===== src/design/rlasp_pkg.sv =====
package rlasp_pkg;

  localparam int unsigned AddrWidth = 5;
  localparam int unsigned DataWidth = 32;
  localparam int unsigned IdxWidth  = 3;

  typedef enum logic [IdxWidth-1:0] {
    REG_GAIN  = 3'd0,
    REG_SPEED = 3'd1,
    REG_VSTEP = 3'd2,
    REG_TICK  = 3'd3,
    REG_LOWER = 3'd4,
    REG_UPPER = 3'd5
  } reg_idx_e;

  localparam logic [15:0] GainReset  = 16'd2304;
  localparam logic [30:0] SpeedReset = 31'd823550;
  localparam logic [30:0] VstepReset = 31'd5833;
  localparam logic [15:0] TickReset  = 16'd66;
  localparam logic [31:0] LowerReset = 32'hFFFF_8000;
  localparam logic [31:0] UpperReset = 32'h0000_8000;

  typedef struct packed {
    logic [15:0]        aim_gain;
    logic [30:0]        speed_limit;
    logic [30:0]        velocity_step_limit;
    logic [15:0]        tick_period;
    logic signed [31:0] lower_angle_limit;
    logic signed [31:0] upper_angle_limit;
  } cfg_t;

  typedef struct packed {
    logic load;
    logic goal_en;
    logic err_en;
    logic mulg_en;
    logic vcmd_en;
    logic vel_en;
    logic mult_en;
    logic upd_en;
  } cmd_t;

  function automatic logic signed [31:0] sat34(input logic signed [33:0] v);
    logic signed [31:0] r;
    if (v > 34'sh0_7FFF_FFFF) begin
      r = 32'sh7FFF_FFFF;
    end else if (v < -34'sh0_8000_0000) begin
      r = 32'sh8000_0000;
    end else begin
      r = v[31:0];
    end
    return r;
  endfunction

  function automatic logic signed [31:0] clamp32(input logic signed [31:0] v,
                                                 input logic signed [31:0] lo,
                                                 input logic signed [31:0] hi);
    logic signed [31:0] r;
    if (v > hi) begin
      r = hi;
    end else if (v < lo) begin
      r = lo;
    end else begin
      r = v;
    end
    return r;
  endfunction

endpackage


===== src/design/rlasp_if.sv =====
interface rlasp_in_if;
  logic               valid;
  logic               ready;
  logic signed [31:0] measured_angle;
  logic signed [31:0] aim_error;
  logic signed [31:0] manual_delta;
  logic               aim_active;

  modport source (output valid, measured_angle, aim_error, manual_delta, aim_active,
                  input ready);
  modport sink   (input valid, measured_angle, aim_error, manual_delta, aim_active,
                  output ready);
endinterface

interface rlasp_out_if;
  logic               valid;
  logic               ready;
  logic signed [31:0] angle_setpoint;
  logic signed [31:0] planned_velocity;
  logic               goal_reached;

  modport source (output valid, angle_setpoint, planned_velocity, goal_reached,
                  input ready);
  modport sink   (input valid, angle_setpoint, planned_velocity, goal_reached,
                  output ready);
endinterface


===== src/design/rate_limited_aim_setpoint_planner_top.sv =====
// Channel   Direction  Payload
// in_if     sink       measured_angle, aim_error, manual_delta, aim_active
// out_if    source     angle_setpoint, planned_velocity, goal_reached
// apb       slave      aim_gain, speed_limit, velocity_step_limit, tick_period,
//                      lower_angle_limit, upper_angle_limit
//
// A result is registered after its item is accepted and has passed the steps goal, error,
// gain multiply, velocity clamp, velocity step, tick multiply, setpoint update,
// with one shared multiplier stepped by the sequencer.
// A new item is taken only when the sequencer is idle again after the previous update.
// A result waiting in the output register stalls only the final update.
// Reset clears setpoint and velocity and loads the register reset values.
module rate_limited_aim_setpoint_planner_top (
  input  logic                            clk_i,
  input  logic                            rst_ni,
  rlasp_in_if.sink                        in_if,
  rlasp_out_if.source                     out_if,
  input  logic                            psel,
  input  logic                            penable,
  input  logic                            pwrite,
  input  logic [rlasp_pkg::AddrWidth-1:0] paddr,
  input  logic [rlasp_pkg::DataWidth-1:0] pwdata,
  output logic [rlasp_pkg::DataWidth-1:0] prdata,
  output logic                            pready
);

  rlasp_pkg::cfg_t cfg;
  rlasp_pkg::cmd_t cmd;

  rlasp_regs u_regs (
    .clk_i   (clk_i),
    .rst_ni  (rst_ni),
    .psel    (psel),
    .penable (penable),
    .pwrite  (pwrite),
    .paddr   (paddr),
    .pwdata  (pwdata),
    .prdata  (prdata),
    .pready  (pready),
    .cfg_o   (cfg)
  );

  rlasp_ctrl u_ctrl (
    .clk_i       (clk_i),
    .rst_ni      (rst_ni),
    .in_valid_i  (in_if.valid),
    .in_ready_o  (in_if.ready),
    .out_valid_o (out_if.valid),
    .out_ready_i (out_if.ready),
    .cmd_o       (cmd)
  );

  rlasp_dp u_dp (
    .clk_i              (clk_i),
    .rst_ni             (rst_ni),
    .cmd_i              (cmd),
    .cfg_i              (cfg),
    .measured_angle_i   (in_if.measured_angle),
    .aim_error_i        (in_if.aim_error),
    .manual_delta_i     (in_if.manual_delta),
    .aim_active_i       (in_if.aim_active),
    .angle_setpoint_o   (out_if.angle_setpoint),
    .planned_velocity_o (out_if.planned_velocity),
    .goal_reached_o     (out_if.goal_reached)
  );

`ifndef SYNTHESIS
  a_no_overwrite: assert property (@(posedge clk_i) disable iff (!rst_ni)
    cmd.upd_en |-> (!out_if.valid || out_if.ready))
    else $error("pending item overwritten");

  a_reached_stops: assert property (@(posedge clk_i) disable iff (!rst_ni)
    (out_if.valid && out_if.goal_reached) |-> (out_if.planned_velocity == 32'sd0))
    else $error("goal reached with nonzero velocity");

  a_sp_limits: assert property (@(posedge clk_i) disable iff (!rst_ni)
    (cmd.upd_en && (cfg.lower_angle_limit <= cfg.upper_angle_limit)) |=>
      ((out_if.angle_setpoint >= $past(cfg.lower_angle_limit))
       && (out_if.angle_setpoint <= $past(cfg.upper_angle_limit))))
    else $error("setpoint outside limits");
`endif

endmodule


===== src/design/rlasp_regs.sv =====
module rlasp_regs (
  input  logic                           clk_i,
  input  logic                           rst_ni,
  input  logic                           psel,
  input  logic                           penable,
  input  logic                           pwrite,
  input  logic [rlasp_pkg::AddrWidth-1:0] paddr,
  input  logic [rlasp_pkg::DataWidth-1:0] pwdata,
  output logic [rlasp_pkg::DataWidth-1:0] prdata,
  output logic                           pready,
  output rlasp_pkg::cfg_t                cfg_o
);

  rlasp_pkg::cfg_t                   cfg_q;
  logic [rlasp_pkg::IdxWidth-1:0]    idx;
  logic                              wr_en;

  assign idx    = paddr[rlasp_pkg::AddrWidth-1:2];
  assign wr_en  = psel & penable & pwrite;
  assign pready = 1'b1;
  assign cfg_o  = cfg_q;

  always_ff @(posedge clk_i or negedge rst_ni) begin
    if (!rst_ni) begin
      cfg_q.aim_gain            <= rlasp_pkg::GainReset;
      cfg_q.speed_limit         <= rlasp_pkg::SpeedReset;
      cfg_q.velocity_step_limit <= rlasp_pkg::VstepReset;
      cfg_q.tick_period         <= rlasp_pkg::TickReset;
      cfg_q.lower_angle_limit   <= rlasp_pkg::LowerReset;
      cfg_q.upper_angle_limit   <= rlasp_pkg::UpperReset;
    end else if (wr_en) begin
      case (idx)
        rlasp_pkg::REG_GAIN:  cfg_q.aim_gain            <= pwdata[15:0];
        rlasp_pkg::REG_SPEED: cfg_q.speed_limit         <= pwdata[30:0];
        rlasp_pkg::REG_VSTEP: cfg_q.velocity_step_limit <= pwdata[30:0];
        rlasp_pkg::REG_TICK:  cfg_q.tick_period         <= pwdata[15:0];
        rlasp_pkg::REG_LOWER: cfg_q.lower_angle_limit   <= pwdata;
        rlasp_pkg::REG_UPPER: cfg_q.upper_angle_limit   <= pwdata;
        default: ;
      endcase
    end
  end

  always_comb begin
    case (idx)
      rlasp_pkg::REG_GAIN:  prdata = {16'd0, cfg_q.aim_gain};
      rlasp_pkg::REG_SPEED: prdata = {1'b0, cfg_q.speed_limit};
      rlasp_pkg::REG_VSTEP: prdata = {1'b0, cfg_q.velocity_step_limit};
      rlasp_pkg::REG_TICK:  prdata = {16'd0, cfg_q.tick_period};
      rlasp_pkg::REG_LOWER: prdata = cfg_q.lower_angle_limit;
      rlasp_pkg::REG_UPPER: prdata = cfg_q.upper_angle_limit;
      default:              prdata = '0;
    endcase
  end

endmodule


===== src/design/rlasp_ctrl.sv =====
module rlasp_ctrl (
  input  logic            clk_i,
  input  logic            rst_ni,
  input  logic            in_valid_i,
  output logic            in_ready_o,
  output logic            out_valid_o,
  input  logic            out_ready_i,
  output rlasp_pkg::cmd_t cmd_o
);

  typedef enum logic [3:0] {
    ST_IDLE,
    ST_GOAL,
    ST_ERR,
    ST_MULG,
    ST_VCMD,
    ST_VEL,
    ST_MULT,
    ST_UPD
  } state_e;

  state_e state_q;
  logic   out_valid_q;
  logic   out_valid_d;
  logic   out_free;

  assign out_free    = !out_valid_q || out_ready_i;
  assign in_ready_o  = (state_q == ST_IDLE);
  assign out_valid_o = out_valid_q;
  assign out_valid_d = cmd_o.upd_en || (out_valid_q && !out_ready_i);

  always_comb begin
    cmd_o         = '0;
    cmd_o.load    = (state_q == ST_IDLE) && in_valid_i;
    cmd_o.goal_en = (state_q == ST_GOAL);
    cmd_o.err_en  = (state_q == ST_ERR);
    cmd_o.mulg_en = (state_q == ST_MULG);
    cmd_o.vcmd_en = (state_q == ST_VCMD);
    cmd_o.vel_en  = (state_q == ST_VEL);
    cmd_o.mult_en = (state_q == ST_MULT);
    cmd_o.upd_en  = (state_q == ST_UPD) && out_free;
  end

  always_ff @(posedge clk_i or negedge rst_ni) begin
    if (!rst_ni) begin
      state_q     <= ST_IDLE;
      out_valid_q <= 1'b0;
    end else begin
      out_valid_q <= out_valid_d;
      case (state_q)
        ST_IDLE: begin
          if (in_valid_i) begin
            state_q <= ST_GOAL;
          end
        end
        ST_GOAL: state_q <= ST_ERR;
        ST_ERR:  state_q <= ST_MULG;
        ST_MULG: state_q <= ST_VCMD;
        ST_VCMD: state_q <= ST_VEL;
        ST_VEL:  state_q <= ST_MULT;
        ST_MULT: state_q <= ST_UPD;
        ST_UPD: begin
          if (out_free) begin
            state_q <= ST_IDLE;
          end
        end
        default: state_q <= ST_IDLE;
      endcase
    end
  end

endmodule


===== src/design/rlasp_dp.sv =====
module rlasp_dp (
  input  logic               clk_i,
  input  logic               rst_ni,
  input  rlasp_pkg::cmd_t    cmd_i,
  input  rlasp_pkg::cfg_t    cfg_i,
  input  logic signed [31:0] measured_angle_i,
  input  logic signed [31:0] aim_error_i,
  input  logic signed [31:0] manual_delta_i,
  input  logic               aim_active_i,
  output logic signed [31:0] angle_setpoint_o,
  output logic signed [31:0] planned_velocity_o,
  output logic               goal_reached_o
);

  logic signed [31:0] meas_q, aerr_q, delta_q;
  logic               active_q;
  logic signed [31:0] goal_q;
  logic signed [32:0] err_q;
  logic signed [49:0] prod_q;
  logic signed [31:0] vcmd_q;
  logic signed [31:0] vel_new_q;
  logic signed [31:0] sp_q, vel_q;
  logic signed [31:0] out_sp_q, out_vel_q;
  logic               out_reached_q;

  logic signed [33:0] goal_sum;
  logic signed [49:0] prod_d;
  logic signed [49:0] rnd_g_sum;
  logic signed [41:0] rnd_g;
  logic signed [41:0] speed_x;
  logic signed [31:0] vcmd_d;
  logic signed [32:0] dv_diff;
  logic signed [32:0] vstep_x;
  logic signed [31:0] dv;
  logic signed [49:0] rnd_t_sum;
  logic signed [33:0] step;
  logic signed [33:0] err_x;
  logic               snap;
  logic signed [33:0] step_f;
  logic signed [31:0] sp_pre;
  logic signed [31:0] sp_d, vel_d;
  logic               reached_d;

  assign goal_sum = {{2{meas_q[31]}}, meas_q} + {{2{aerr_q[31]}}, aerr_q}
                  + {{2{delta_q[31]}}, delta_q};

  always_comb begin
    if (cmd_i.mulg_en) begin
      prod_d = 50'($signed({1'b0, cfg_i.aim_gain}) * err_q);
    end else begin
      prod_d = 50'(vel_new_q * $signed({1'b0, cfg_i.tick_period}));
    end
  end

  assign rnd_g_sum = prod_q + 50'sd128;
  assign rnd_g     = rnd_g_sum[49:8];
  assign speed_x   = {11'd0, cfg_i.speed_limit};

  always_comb begin
    if (rnd_g > speed_x) begin
      vcmd_d = {1'b0, cfg_i.speed_limit};
    end else if (rnd_g < -speed_x) begin
      vcmd_d = -$signed({1'b0, cfg_i.speed_limit});
    end else begin
      vcmd_d = rnd_g[31:0];
    end
  end

  assign dv_diff = {vcmd_q[31], vcmd_q} - {vel_q[31], vel_q};
  assign vstep_x = {2'd0, cfg_i.velocity_step_limit};

  always_comb begin
    if (dv_diff > vstep_x) begin
      dv = {1'b0, cfg_i.velocity_step_limit};
    end else if (dv_diff < -vstep_x) begin
      dv = -$signed({1'b0, cfg_i.velocity_step_limit});
    end else begin
      dv = dv_diff[31:0];
    end
  end

  assign rnd_t_sum = prod_q + 50'sd32768;
  assign step      = rnd_t_sum[49:16];
  assign err_x     = {err_q[32], err_q};
  assign snap      = ((err_x > 34'sd0) && (step > err_x))
                  || ((err_x < 34'sd0) && (step < err_x));
  assign step_f    = snap ? err_x : step;

  always_comb begin
    reached_d = 1'b0;
    if (active_q) begin
      if (cfg_i.tick_period != '0) begin
        sp_pre    = rlasp_pkg::sat34({{2{sp_q[31]}}, sp_q} + step_f);
        vel_d     = snap ? 32'sd0 : vel_new_q;
        reached_d = snap;
      end else begin
        sp_pre = sp_q;
        vel_d  = vel_q;
      end
    end else begin
      sp_pre = rlasp_pkg::sat34({{2{sp_q[31]}}, sp_q} + {{2{delta_q[31]}}, delta_q});
      vel_d  = 32'sd0;
    end
    sp_d = rlasp_pkg::clamp32(sp_pre, cfg_i.lower_angle_limit, cfg_i.upper_angle_limit);
  end

  always_ff @(posedge clk_i) begin
    if (cmd_i.load) begin
      meas_q   <= measured_angle_i;
      aerr_q   <= aim_error_i;
      delta_q  <= manual_delta_i;
      active_q <= aim_active_i;
    end
    if (cmd_i.goal_en) begin
      goal_q <= rlasp_pkg::clamp32(rlasp_pkg::sat34(goal_sum),
                                   cfg_i.lower_angle_limit, cfg_i.upper_angle_limit);
    end
    if (cmd_i.err_en) begin
      err_q <= {goal_q[31], goal_q} - {sp_q[31], sp_q};
    end
    if (cmd_i.mulg_en || cmd_i.mult_en) begin
      prod_q <= prod_d;
    end
    if (cmd_i.vcmd_en) begin
      vcmd_q <= vcmd_d;
    end
    if (cmd_i.vel_en) begin
      vel_new_q <= rlasp_pkg::sat34({{2{vel_q[31]}}, vel_q} + {{2{dv[31]}}, dv});
    end
    if (cmd_i.upd_en) begin
      out_sp_q      <= sp_d;
      out_vel_q     <= vel_d;
      out_reached_q <= reached_d;
    end
  end

  always_ff @(posedge clk_i or negedge rst_ni) begin
    if (!rst_ni) begin
      sp_q  <= '0;
      vel_q <= '0;
    end else if (cmd_i.upd_en) begin
      sp_q  <= sp_d;
      vel_q <= vel_d;
    end
  end

  assign angle_setpoint_o   = out_sp_q;
  assign planned_velocity_o = out_vel_q;
  assign goal_reached_o     = out_reached_q;

endmodule

===== src/flat_wrapper.sv =====
// flat-port wrapper written by rule: the top's interface ports become plain ports
module rate_limited_aim_setpoint_planner_top_flat 
  (clk_i, rst_ni, psel, penable, pwrite, paddr, pwdata, prdata, pready, in_if_valid, in_if_measured_angle, in_if_aim_error, in_if_manual_delta, in_if_aim_active, in_if_ready, out_if_valid, out_if_angle_setpoint, out_if_planned_velocity, out_if_goal_reached, out_if_ready);
  rlasp_in_if in_if_i ();
  rlasp_out_if out_if_i ();
  input  logic clk_i;
  input  logic rst_ni;
  input  logic psel;
  input  logic penable;
  input  logic pwrite;
  input  logic [rlasp_pkg::AddrWidth-1:0] paddr;
  input  logic [rlasp_pkg::DataWidth-1:0] pwdata;
  output logic [rlasp_pkg::DataWidth-1:0] prdata;
  output logic pready;
  input wire logic [$bits(in_if_i.valid)-1:0] in_if_valid;
  input wire logic [$bits(in_if_i.measured_angle)-1:0] in_if_measured_angle;
  input wire logic [$bits(in_if_i.aim_error)-1:0] in_if_aim_error;
  input wire logic [$bits(in_if_i.manual_delta)-1:0] in_if_manual_delta;
  input wire logic [$bits(in_if_i.aim_active)-1:0] in_if_aim_active;
  output wire logic [$bits(in_if_i.ready)-1:0] in_if_ready;
  output wire logic [$bits(out_if_i.valid)-1:0] out_if_valid;
  output wire logic [$bits(out_if_i.angle_setpoint)-1:0] out_if_angle_setpoint;
  output wire logic [$bits(out_if_i.planned_velocity)-1:0] out_if_planned_velocity;
  output wire logic [$bits(out_if_i.goal_reached)-1:0] out_if_goal_reached;
  input wire logic [$bits(out_if_i.ready)-1:0] out_if_ready;
  assign in_if_i.valid = in_if_valid;
  assign in_if_i.measured_angle = in_if_measured_angle;
  assign in_if_i.aim_error = in_if_aim_error;
  assign in_if_i.manual_delta = in_if_manual_delta;
  assign in_if_i.aim_active = in_if_aim_active;
  assign in_if_ready = in_if_i.ready;
  assign out_if_valid = out_if_i.valid;
  assign out_if_angle_setpoint = out_if_i.angle_setpoint;
  assign out_if_planned_velocity = out_if_i.planned_velocity;
  assign out_if_goal_reached = out_if_i.goal_reached;
  assign out_if_i.ready = out_if_ready;
  rate_limited_aim_setpoint_planner_top u_core (.clk_i(clk_i), .rst_ni(rst_ni), .in_if(in_if_i), .out_if(out_if_i), .psel(psel), .penable(penable), .pwrite(pwrite), .paddr(paddr), .pwdata(pwdata), .prdata(prdata), .pready(pready));
endmodule

===== config.mk =====
export PLATFORM = sky130hd
export DESIGN_NAME = rate_limited_aim_setpoint_planner_top_flat
export DESIGN_NICKNAME = d
export VERILOG_FILES = /design/src/design/rlasp_pkg.sv /design/src/design/rlasp_if.sv /design/src/design/rate_limited_aim_setpoint_planner_top.sv /design/src/design/rlasp_regs.sv /design/src/design/rlasp_ctrl.sv /design/src/design/rlasp_dp.sv /design/src/flat_wrapper.sv
export SDC_FILE = /design/constraint.sdc
export NUM_CORES = 2
export LEC_CHECK = 0
export ABC_AREA = 0
export BUFFER_PORTS_ARGS = -buffer_cell sky130_fd_sc_hd__buf_2
export CAP_MARGIN = 0
export CORE_UTILIZATION = 30
export DETAILED_ROUTE_END_ITERATION = 16
export GPL_TIMING_DRIVEN = 1
export PLACE_DENSITY = 0.43
export SYNTH_ARGS = -nofsm -noshare
export SYNTH_HDL_FRONTEND = slang
export SYNTH_SLANG_ARGS = --single-unit

===== constraint.sdc =====
create_clock -name clk_i -period 36.6 [get_ports clk_i]
set_clock_uncertainty 0.2 [all_clocks]
set_input_delay 1.83 -clock clk_i [delete_from_list [all_inputs] [get_ports clk_i]]
set_output_delay 1.83 -clock clk_i [all_outputs]
set_load 0.1 [all_outputs]

==> flow_metrics.py <==
metrics = {
    "placement": {
        "dpl.hpwl_mm": 239,
        "io_buffers": 237,
        "dpl-instance-area_um2": 84200,
        "gp_congestion": 0.952,
    },
    "floorplan": {
        "start_util": 0.303,
        "num_rows": 187,
        "ios": 241,
        "core-area_um2": 261000,
        "die_w_um": 515,
        "fp.dieH_um": 515,
        "die_area_um2": 265000,
    },
    "setup_path": {
        "crit_path_end_kind": "flip-flop",
        "crit_path_top_delay_cell": "or2_1",
        "cp_common_cell": "a21o_1",
        "crit_required_ns": 37.05,
        "reg2regPathDepth": 47,
        "critPathMaxStageDelay_ns": 0.89,
        "startpoint_type": "flip-flop",
        "worstSetupPathDepth": 47,
        "crit_fanout": 56,
        "critical_path_class": "reg -> reg",
        "crit_arrival_ns": 16.68,
        "critical-path-top-delay-family": "simple AND/OR/NAND/NOR gates",
        "critical_path_buf_inv_count": 2,
    },
    "routing": {
        "postRouteAntennaNets": 0,
        "vias": 62700,
        "drt-pass1-iter-count": 6,
        "wire_per_inst_um": 24.1,
        "routed_wirelength_mm": 297,
        "drt-initial-drc-count": 4750,
        "drc": 0,
        "vias_per_cell": 5.09,
    },
    "finish": {
        "nets": 10600,
        "design_area_um2": 86700,
        "syn_to_final_growth_pct": 9.84,
        "drive_gt1_frac": 0.0792,
    },
    "global_route": {
        "antenna_found_initial": 12,
        "overflow": 0,
        "grt_usage": 0.225,
        "grt_pass1_vias": 64700,
        "grt_pass1_wl_mm": 440,
        "grt_max_degree": 103,
    },
    "synth": {
        "yosys.cell_types.count": 109,
        "yosys-top-cells-area": "fa_1 26%, edfxtp_1 13%, ha_1 11%",
        "yosysSeqAreaShare": 0.199,
        "synth.avg_cell_area_um2": 9.09,
        "yosysTopAreaCell": "fa_1",
        "yosys_warnings": 0,
        "synth_area_um2": 78900,
        "ys_top_cells_by_count": "1374 x inv_1, 1155 x nand2_1, 1026 x fa_1, 724 x ha_1, 472 x o21ai_0",
        "synthArstFlopShare": 0.404,
        "synth_nets": 10600,
        "synthFlopType": "edfxtp_1",
        "synth_edf_count": 334,
        "synth_top_area_share": 0.260,
        "synthMostInstantiatedCell": "inv_1",
        "ys_ff_latch": 560,
        "synth_cells": 8687,
    },
    "timing": {
        "fmax_mhz": 61.6,
        "fin_setup_tns_ns": 0,
        "finalSetupViolCount": 0,
        "tightestPinTransition_ns": 1.29,
        "slew_viol_final": 0,
        "fin_crit_sh": 0.443,
        "period_minus_slack_ns": 16.23,
        "hold_viol_final": 0,
        "rsz0062_at_grt": "false",
        "relSlewSlack": 0.134,
    },
    "clock_network": {
        "clock-sinks": 560,
        "cts_max_path_buffers": 3,
        "cts-resized-gates": 0,
        "cts_root_buffer": "clkbuf_16",
        "htreeDepth": 3,
        "post-cts-setup-buffer-count": 0,
        "path_clk_slew_ns": 0.06,
        "cts_hold_buf": 0,
        "cts_made_buffers": 69,
        "insertion_delay_ns": 0.72,
        "cts_tree": "built",
    },
    "min_path": {
        "hp-class": "reg -> reg",
        "whs_path_depth": 2,
    },
    "status": {
        "status": "completed",
    },
    "job": {
        "maxCapViolations": 0,
    },
}
-- worst reg2reg max path: cells and delay by family, from the launching register on --
kind            cells  cell delay (ns)
mux                 1             0.28
xor+xnor            2             0.88
simple gates       20             6.94
fa+ha+maj           3             1.09
flops               1             0.47
buf+inv             2             0.77
compound gates     19             5.61
-- final cells by class --
cell class                 instances  area (um^2)
antenna                           11         27.5
clock inverter                    35          523
fill                           27200       174000
inverter                        1376         5170
sequential                       560        15700
clock buffer                      92         1920
timing repair buffer             376         2240
tap                             3496         4370
multi-input combinational       6363        56700
-- final timing paths --
check | startpoint | end | slack (ns)
min in group asynchronous | rst_ni | u_core.u_dp.sp_q[26]$_DFFE_PN0P_ | 1.05
hold / removal | u_core.u_ctrl.out_valid_o$_DFF_PN0_ | u_core.u_ctrl.out_valid_o$_DFF_PN0_ | 0.33
setup reg to reg | u_core.u_dp.prod_q[19]$_DFFE_PP_ | u_core.u_dp.sp_q[15]$_DFFE_PN0P_ | 20.37
hold reg to reg | u_core.u_ctrl.out_valid_o$_DFF_PN0_ | u_core.u_ctrl.out_valid_o$_DFF_PN0_ | 0.33
setup / recovery | u_core.u_dp.prod_q[19]$_DFFE_PP_ | u_core.u_dp.sp_q[15]$_DFFE_PN0P_ | 20.37
max in group asynchronous | rst_ni | u_core.u_regs.cfg_o[78]$_DFFE_PN0P_ | 33.49
-- registers in the layout, summed over array words and instances, names as in the netlist --
signal / flops
u_core.u_dp.meas_q: 32
u_core.u_ctrl.out_valid_o: 1
u_core.u_dp.goal_reached_o: 1
u_core.u_dp.vel_q: 32
u_core.u_dp.prod_q: 43
u_core.u_dp.active_q: 1
u_core.u_dp.planned_velocity_o: 32
u_core.u_dp.err_q: 33
u_core.u_dp.delta_q: 32
u_core.u_dp.vcmd_q: 32
u_core.u_dp.aerr_q: 32
u_core.u_dp.vel_new_q: 32
u_core.u_dp.goal_q: 32
u_core.u_regs.cfg_o: 158
u_core.u_dp.angle_setpoint_o: 32
u_core.u_ctrl.state_q: 3
u_core.u_dp.sp_q: 32
-- layer usage --
layer,vias to the layer above,share of wire,GRT usage
met5,-,0,0
met4,0,0.035,0.0696
met3,323,0.049,0.0276
met2,1657,0.45,0.357
met1,32000,0.47,0.317
li1,28700,-,-
-- cells by family after synthesis --
logic type | synth area share
xor gates and xnor gates | 0.0410
other | 0.0000475
adders and majority gates | 0.376
and+or+nand+nor | 0.151
DFF | 0.199
AOI/OAI and AO/OA | 0.128
muxes | 0.0213
buffers and inverters | 0.0842
-- layout by cell type, fill, tap and decap left out, types with 18 or more instances in the layout --
cell / synthesis / layout
inv_1: 1374 / 1372
nand2_1: 1155 / 1155
fa_1: 1026 / 1026
ha_1: 724 / 724
o21ai_0: 472 / 472
and2_1: 405 / 403
a21oi_1: 373 / 373
edfxtp_1: 334 / 334
nor2_1: 281 / 276
xnor2_1: 247 / 247
buf_2: 13 / 236
dfrtp_1: 186 / 178
a21o_1: 165 / 165
buf_4: 1 / 139
nand3_1: 122 / 122
xor2_1: 119 / 119
o21a_1: 94 / 94
nor3_1: 91 / 89
mux2i_1: 89 / 89
nand4_1: 88 / 88
nor2b_1: 86 / 86
nand2b_1: 77 / 77
clkbuf_16: 0 / 72
mux2_2: 69 / 69
a22oi_1: 56 / 56
a31oi_1: 50 / 49
dfstp_2: 40 / 40
a211oi_1: 39 / 39
or3_1: 39 / 39
o221ai_1: 39 / 39
o21bai_1: 36 / 36
a221oi_1: 35 / 35
and3_1: 32 / 32
nor4_1: 32 / 31
o211ai_1: 28 / 28
or2_2: 27 / 27
o31ai_1: 21 / 20
a21boi_0: 18 / 18
-- through the flow --
step / setup WS, ns / cells / util / hold slack, ns
6_report: 20.37 / 12300 / 0.333 / 0.334
5_1_grt: 19.47 / 12300 / 0.333 / 0.365
4_1_cts: 20.62 / 12300 / 0.333 / 0.336
3_5_place_dp: 20.73 / 12200 / 0.323 / 0.322
3_3_place_gp: 20.78 / 12200 / 0.323 / 0.307
2_1_floorplan: 24.88 / 8687 / - / 0.299
Power is left out: the tool's default activity adds up to more than one toggle a clock period on the data nets, which glitch-free logic cannot reach.
